$ cat src/rtl/core/perspective_canvas_projection_unit_defines.svh
// ----------------------------------------------------------------------------
// perspective canvas projection assertion macros
// shared concurrent assertion wrappers, compiled out with ASSERT_OFF
// ----------------------------------------------------------------------------
`ifndef PERSPECTIVE_CANVAS_PROJECTION_UNIT_DEFINES_SVH
`define PERSPECTIVE_CANVAS_PROJECTION_UNIT_DEFINES_SVH

`ifndef ASSERT_OFF
// implication style check, disabled while reset is low
`define PCP_ASSERT(label, clk, rst_n, prop, msg) \
	label: assert property (@(posedge clk) disable iff (!rst_n) prop) else $error(msg);
// expression that must never hold
`define PCP_NEVER(label, clk, rst_n, expr, msg) \
	label: assert property (@(posedge clk) disable iff (!rst_n) !(expr)) else $error(msg);
`else
`define PCP_ASSERT(label, clk, rst_n, prop, msg)
`define PCP_NEVER(label, clk, rst_n, expr, msg)
`endif

`endif

$ cat src/rtl/core/pcp_pkg.sv
// ----------------------------------------------------------------------------
// pcp_pkg
// shared widths, types and helpers of the perspective canvas projection
// ----------------------------------------------------------------------------
`default_nettype none
package pcp_pkg;
	localparam int FRAC_BITS = 16;
	localparam int CRD_W     = 32;
	localparam int DIV_W     = CRD_W + FRAC_BITS;   // dividend and quotient
	localparam int DEN_W     = CRD_W + 1;           // |eye - z| up to 2^32 - 1
	localparam int MAG_W     = 57;                  // clamp at 2^56
	localparam int SUM_W     = MAG_W + 2;
	localparam int IDX_W     = 3;
	localparam int PIPE_LAT  = 1 + DIV_W + 2 + 3;

	localparam logic [MAG_W-1:0] MAG_CAP = MAG_W'(1) << (MAG_W - 1);
	localparam logic [63:0] HI_LIM = 64'(1) << (MAG_W - 1 - (32 - FRAC_BITS));

	typedef enum logic [IDX_W-1:0] {
		REG_WIDTH  = 3'd0,
		REG_HEIGHT = 3'd1,
		REG_SCALE  = 3'd2,
		REG_EYE    = 3'd3,
		REG_PERSP  = 3'd4
	} cfg_reg_t;

	typedef struct packed {
		logic signed [CRD_W-1:0] px;
		logic signed [CRD_W-1:0] py;
		logic                    flip;
		logic                    fneg;
		logic                    zero;
	} side_t;

	typedef struct packed {
		logic [DEN_W-1:0] rem;
		logic [DIV_W-1:0] nq;
		logic [DEN_W-1:0] den;
		side_t            side;
	} lane_t;

	function automatic logic [CRD_W-1:0] mag32(input logic signed [CRD_W-1:0] v);
		return v[CRD_W-1] ? CRD_W'(-v) : CRD_W'(v);
	endfunction

	// min((hi*2^32 + lo) >> FRAC_BITS, 2^56)
	function automatic logic [MAG_W-1:0] mul_combine(input logic [63:0] hi,
			input logic [63:0] lo);
		logic [65:0] r;
		r = (66'(hi) << (32 - FRAC_BITS)) + 66'(lo >> FRAC_BITS);
		if (hi > HI_LIM || r > 66'(MAG_CAP))
			return MAG_CAP;
		return r[MAG_W-1:0];
	endfunction
endpackage
`default_nettype wire

$ cat src/rtl/core/pcp_scale.sv
// ----------------------------------------------------------------------------
// pcp_scale
// depth factor times view scale, split product and clamp over two stages
// ----------------------------------------------------------------------------
`default_nettype none
module pcp_scale (
	input  wire logic                       clk,
	input  wire logic                       arst_n,
	input  wire logic                       in_valid,
	input  wire logic [pcp_pkg::DIV_W-1:0]  fm,
	input  pcp_pkg::side_t                  in_side,
	input  wire logic [31:0]                view_scale,
	output logic                            out_valid,
	output logic [pcp_pkg::MAG_W-1:0]       gm,
	output pcp_pkg::side_t                  out_side
);
	logic                   valid_s1;
	logic [63:0]            hi_s1;
	logic [63:0]            lo_s1;
	pcp_pkg::side_t         side_s1;

	always_ff @(posedge clk or negedge arst_n) begin
		if (!arst_n) begin
			valid_s1  <= 1'b0;
			out_valid <= 1'b0;
		end else begin
			valid_s1  <= in_valid;
			out_valid <= valid_s1;
		end
	end

	always_ff @(posedge clk) begin
		hi_s1    <= 64'(fm[pcp_pkg::DIV_W-1:32]) * 64'(view_scale);
		lo_s1    <= 64'(fm[31:0]) * 64'(view_scale);
		side_s1  <= in_side;
		gm       <= pcp_pkg::mul_combine(hi_s1, lo_s1);
		out_side <= side_s1;
	end
endmodule
`default_nettype wire

$ cat config.mk
export PLATFORM = sky130hd
export DESIGN_NAME = pcp_scale
export DESIGN_NICKNAME = d
export VERILOG_FILES = /design/src/rtl/core/perspective_canvas_projection_unit_defines.svh /design/src/rtl/core/pcp_pkg.sv /design/src/rtl/core/pcp_scale.sv
export SDC_FILE = /design/constraint.sdc
export NUM_CORES = 2
export LEC_CHECK = 0
export BUFFER_PORTS_ARGS = -buffer_cell sky130_fd_sc_hd__buf_2
export CORE_ASPECT_RATIO = 1.5
export CORE_MARGIN = 10
export CORE_UTILIZATION = 52
export CTS_BUF_LIST = sky130_fd_sc_hd__clkbuf_2
export DETAILED_ROUTE_END_ITERATION = 10
export GPL_ROUTABILITY_DRIVEN = 1
export PLACE_DENSITY_LB_ADDON = 0.2
export SLEW_MARGIN = 20
export SYNTH_ARGS = -nofsm -noshare
export SYNTH_HDL_FRONTEND = slang
export SYNTH_SLANG_ARGS = --single-unit
$ cat constraint.sdc
create_clock -name clk -period 5.3 [get_ports clk]
set_clock_uncertainty 0.1 [all_clocks]
set_input_delay 1.06 -clock clk [delete_from_list [all_inputs] [get_ports clk]]
set_output_delay 1.06 -clock clk [all_outputs]
set_load 0.01 [all_outputs]
==> impl_metrics.csv <==
group,metric,value,unit
grt,grt_use_met1,0.312,
setup_path,crit_cells,29,
clocking,htree_levels,3,
layout,multi_input_area,47000,um^2
sta,setup_ws,-2.02,ns
die,initial_core_util,0.522,
setup_path,crit_buf_inv,9,
setup_path,critPathArrivalTime,8.23,ns
drt,vias,44400,
clocking,cts_tree,"built",
sta,finalHoldViolCount,0,
placed_design,portBuffers,274,
grt,grt_pass1_wl,270,mm
grt,top_usage_layer,"met2",
sta,drv_slew,0,
synth,synthFlopType,"dfxtp_1",
grt,grt_max_degree,29,
hold_path,holdPathStages,0,
clocking,cts_root_buffer,"clkbuf_2",
setup_path,cp_top_family,"adder cells",
drt,wl,175,mm
placed_design,post-place-ws,-3.51,ns
drt,drtIter0Drc,2582,
setup_path,worstSetupPathType,"input port to flip-flop",
outcome,status,"finished, violations left",
grt,antenna_found_initial,15,
drt,ant_nets,0,
sta,setup-violations-final,78,
placed_design,finalWeightedCongestion,0.924,
synth,syn-num-nets,7929,
setup_path,r2r_cells,16,
synth,ys_ff_latch,289,
drt,vias_per_cell,5.33,
layout,final_common_cell,"fa_1",
setup_path,ff2ff_setup_slack,0.27,ns
layout,fillers,8827,
layout,area_delta_synth_final,22.4,%
synth,netlist_instances,6053,
layout,nets,8720,
clocking,clock_path_buffers,3,
grt,grt-ovfl-total,0,
flow_run,maxCapViolations,0,
layout,layout_common_cells,"1232 x fa_1, 1223 x inv_1, 829 x nand2_1, 727 x and2_1, 559 x buf_4",
synth,synth_area_leaders,"fa_1 47%, dfxtp_1 10%, ha_1 9.1%, and2_1 8.7%, inv_1 8.5%",
clocking,clock-sinks,289,
synth,synth_cell_type_count,65,
setup_path,slowest_stage,"fa_1",
grt,grt_util_met3,0.0522,
setup_path,critPathMostFrequentCell,"fa_1",
setup_path,crit_required,6.22,ns
drt,wire_per_inst,21.0,um
synth,postSynth.asyncResetShare,0.00692,
layout,regArea,5800,um^2
sta,slew_headroom,0.585,
clocking,cts_made_buffers,69,
hold_path,hold_path_class,"flip-flop to flip-flop",
synth,synth_edf_count,0,
setup_path,end_kind,"flip-flop",
grt,met2_usage,0.509,
setup_path,max_stage_delay,0.57,ns
die,num_rows,148,
sta,worst_slew_pin_slew,0.622,ns
layout,drive_gt1_frac,0.222,
die,coreArea,108000,um^2
die,die_h,424,um
die,ios,275,
clocking,clk_pin_slew_worst_paths,0.10,ns
die,design.die.area,122000,um^2
sta,tns,-90.92,ns
outcome,violations,"negative setup slack",
synth,netlist.area_leader.share,0.466,
setup_path,critPathMaxFanout,8,
synth,synth_area_per_cell,9.33,um^2
synth,syn_area,56500,um^2
synth,synth_top_area_cell,"fa_1",
synth,yosysSeqAreaShare,0.103,
sta,fin_crit,7.32,ns
drt,route.detailed.drc,0,
synth,yosysWarnings,0,
die,die_x,289,um
sta,post-route-period-util,1.38,
clocking,clk_latency,1.17,ns
drt,dr.pass1.iters,6,
grt,grt_pass1_vias,49100,
setup_path,startpoint_type,"input port",
grt,grt_use_total,0.288,
sta,fmax,0.137,GHz
sta,rsz0062_at_grt,"yes",
placed_design,dp.final_hpwl,145,mm
-- sequential cells by signal (all words and copies together) (netlist names) --
register	flops
valid_s1	1
side_s1	67
out_side	67
lo_s1	48
out_valid	1
hi_s1	48
gm	57
-- area by class of cell --
| class | count | share of cell area |
|---|---|---|
| clock buffers | 87 | 0.00630 |
| diodes | 13 | 0.000470 |
| clock inverters | 26 | 0.00246 |
| multi-input cells | 4157 | 0.679 |
| inverters | 1272 | 0.0690 |
| flip-flops and latches | 289 | 0.0838 |
| well taps | 1425 | 0.0258 |
| repair buffers | 1055 | 0.133 |
-- stage by stage --
| step | area (um^2) | utilization | cells | hold WS [ns] |
|---|---|---|---|---|
| after floorplan | 57900 | - | 6053 | 0.210 |
| after global placement | 64300 | 0.595 | 8058 | 0.210 |
| after detailed placement | 64300 | 0.595 | 8058 | 0.212 |
| after CTS | 67700 | 0.626 | 8282 | 0.139 |
| after global routing | 69100 | 0.639 | 8319 | 0.175 |
| final | 69200 | 0.639 | 8324 | 0.206 |
-- per-layer routing --
metal / routed length [um] / part of all wire
met2: 90800 / 0.52
met5: 56 / 0.00032
met3: 11300 / 0.064
met1: 60000 / 0.34
met4: 12800 / 0.073
-- cell usage after synthesis (3+ instances only) --
master,number
fa_1,1314
inv_1,1272
nand2_1,859
and2_1,782
ha_1,412
clkbuf_1,327
dfxtp_1,287
a21oi_1,134
nor2_1,78
o21ai_0,76
a21o_1,75
xnor2_1,70
xor2_1,56
nand4_1,39
nand3_1,32
and3_1,30
nor3_1,21
nand2b_1,16
nor4_1,15
o21a_1,15
o21bai_1,14
a31oi_1,12
a211oi_1,11
nor2b_1,9
o31ai_1,7
or3_1,7
o22ai_1,6
a211o_1,5
buf_1,5
or2_2,5
a31o_2,4
a2111oi_0,3
a221o_1,3
a221oi_1,3
nor4b_1,3
o211ai_1,3
-- repair_timing --
| item | CTS | global route |
|---|---|---|
| gates cloned | 6 | 7 |
| hold endpoints to repair | 70 | 0 |
| pin swaps | 156 | 201 |
| setup endpoints to repair | 82 | 97 |
| setup buffers | 45 | 34 |
| gates resized for setup | 387 | 270 |
| hold buffers | 69 | 0 |
-- final timing paths --
kind / startpoint / endpoint
hold reg to reg: side_s1[17] / out_side[17]
max in group asynchronous: arst_n / out_valid
min in group asynchronous: arst_n / valid_s1
hold / removal: side_s1[17] / out_side[17]
setup / recovery: fm[14] / lo_s1[59]
setup reg to reg: hi_s1[0] / gm[14]
-- logic make-up (layout without fill, tap and decap cells) --
| family | count (synthesis) | count (layout) | share of synthesized area |
|---|---|---|---|
| other cells | 0 | 13 | 0 |
| simple gates | 1908 | 1908 | 0.169 |
| compound gates | 395 | 395 | 0.0441 |
| xor+xnor | 126 | 126 | 0.0195 |
| fa+ha+maj | 1726 | 1726 | 0.557 |
| buf+inv | 1607 | 2440 | 0.107 |
| mux | 2 | 2 | 0.000377 |
| flops | 289 | 289 | 0.103 |
Power is not shown: default switching activity piles up to over one toggle a cycle in this logic, so the estimate is an artifact.
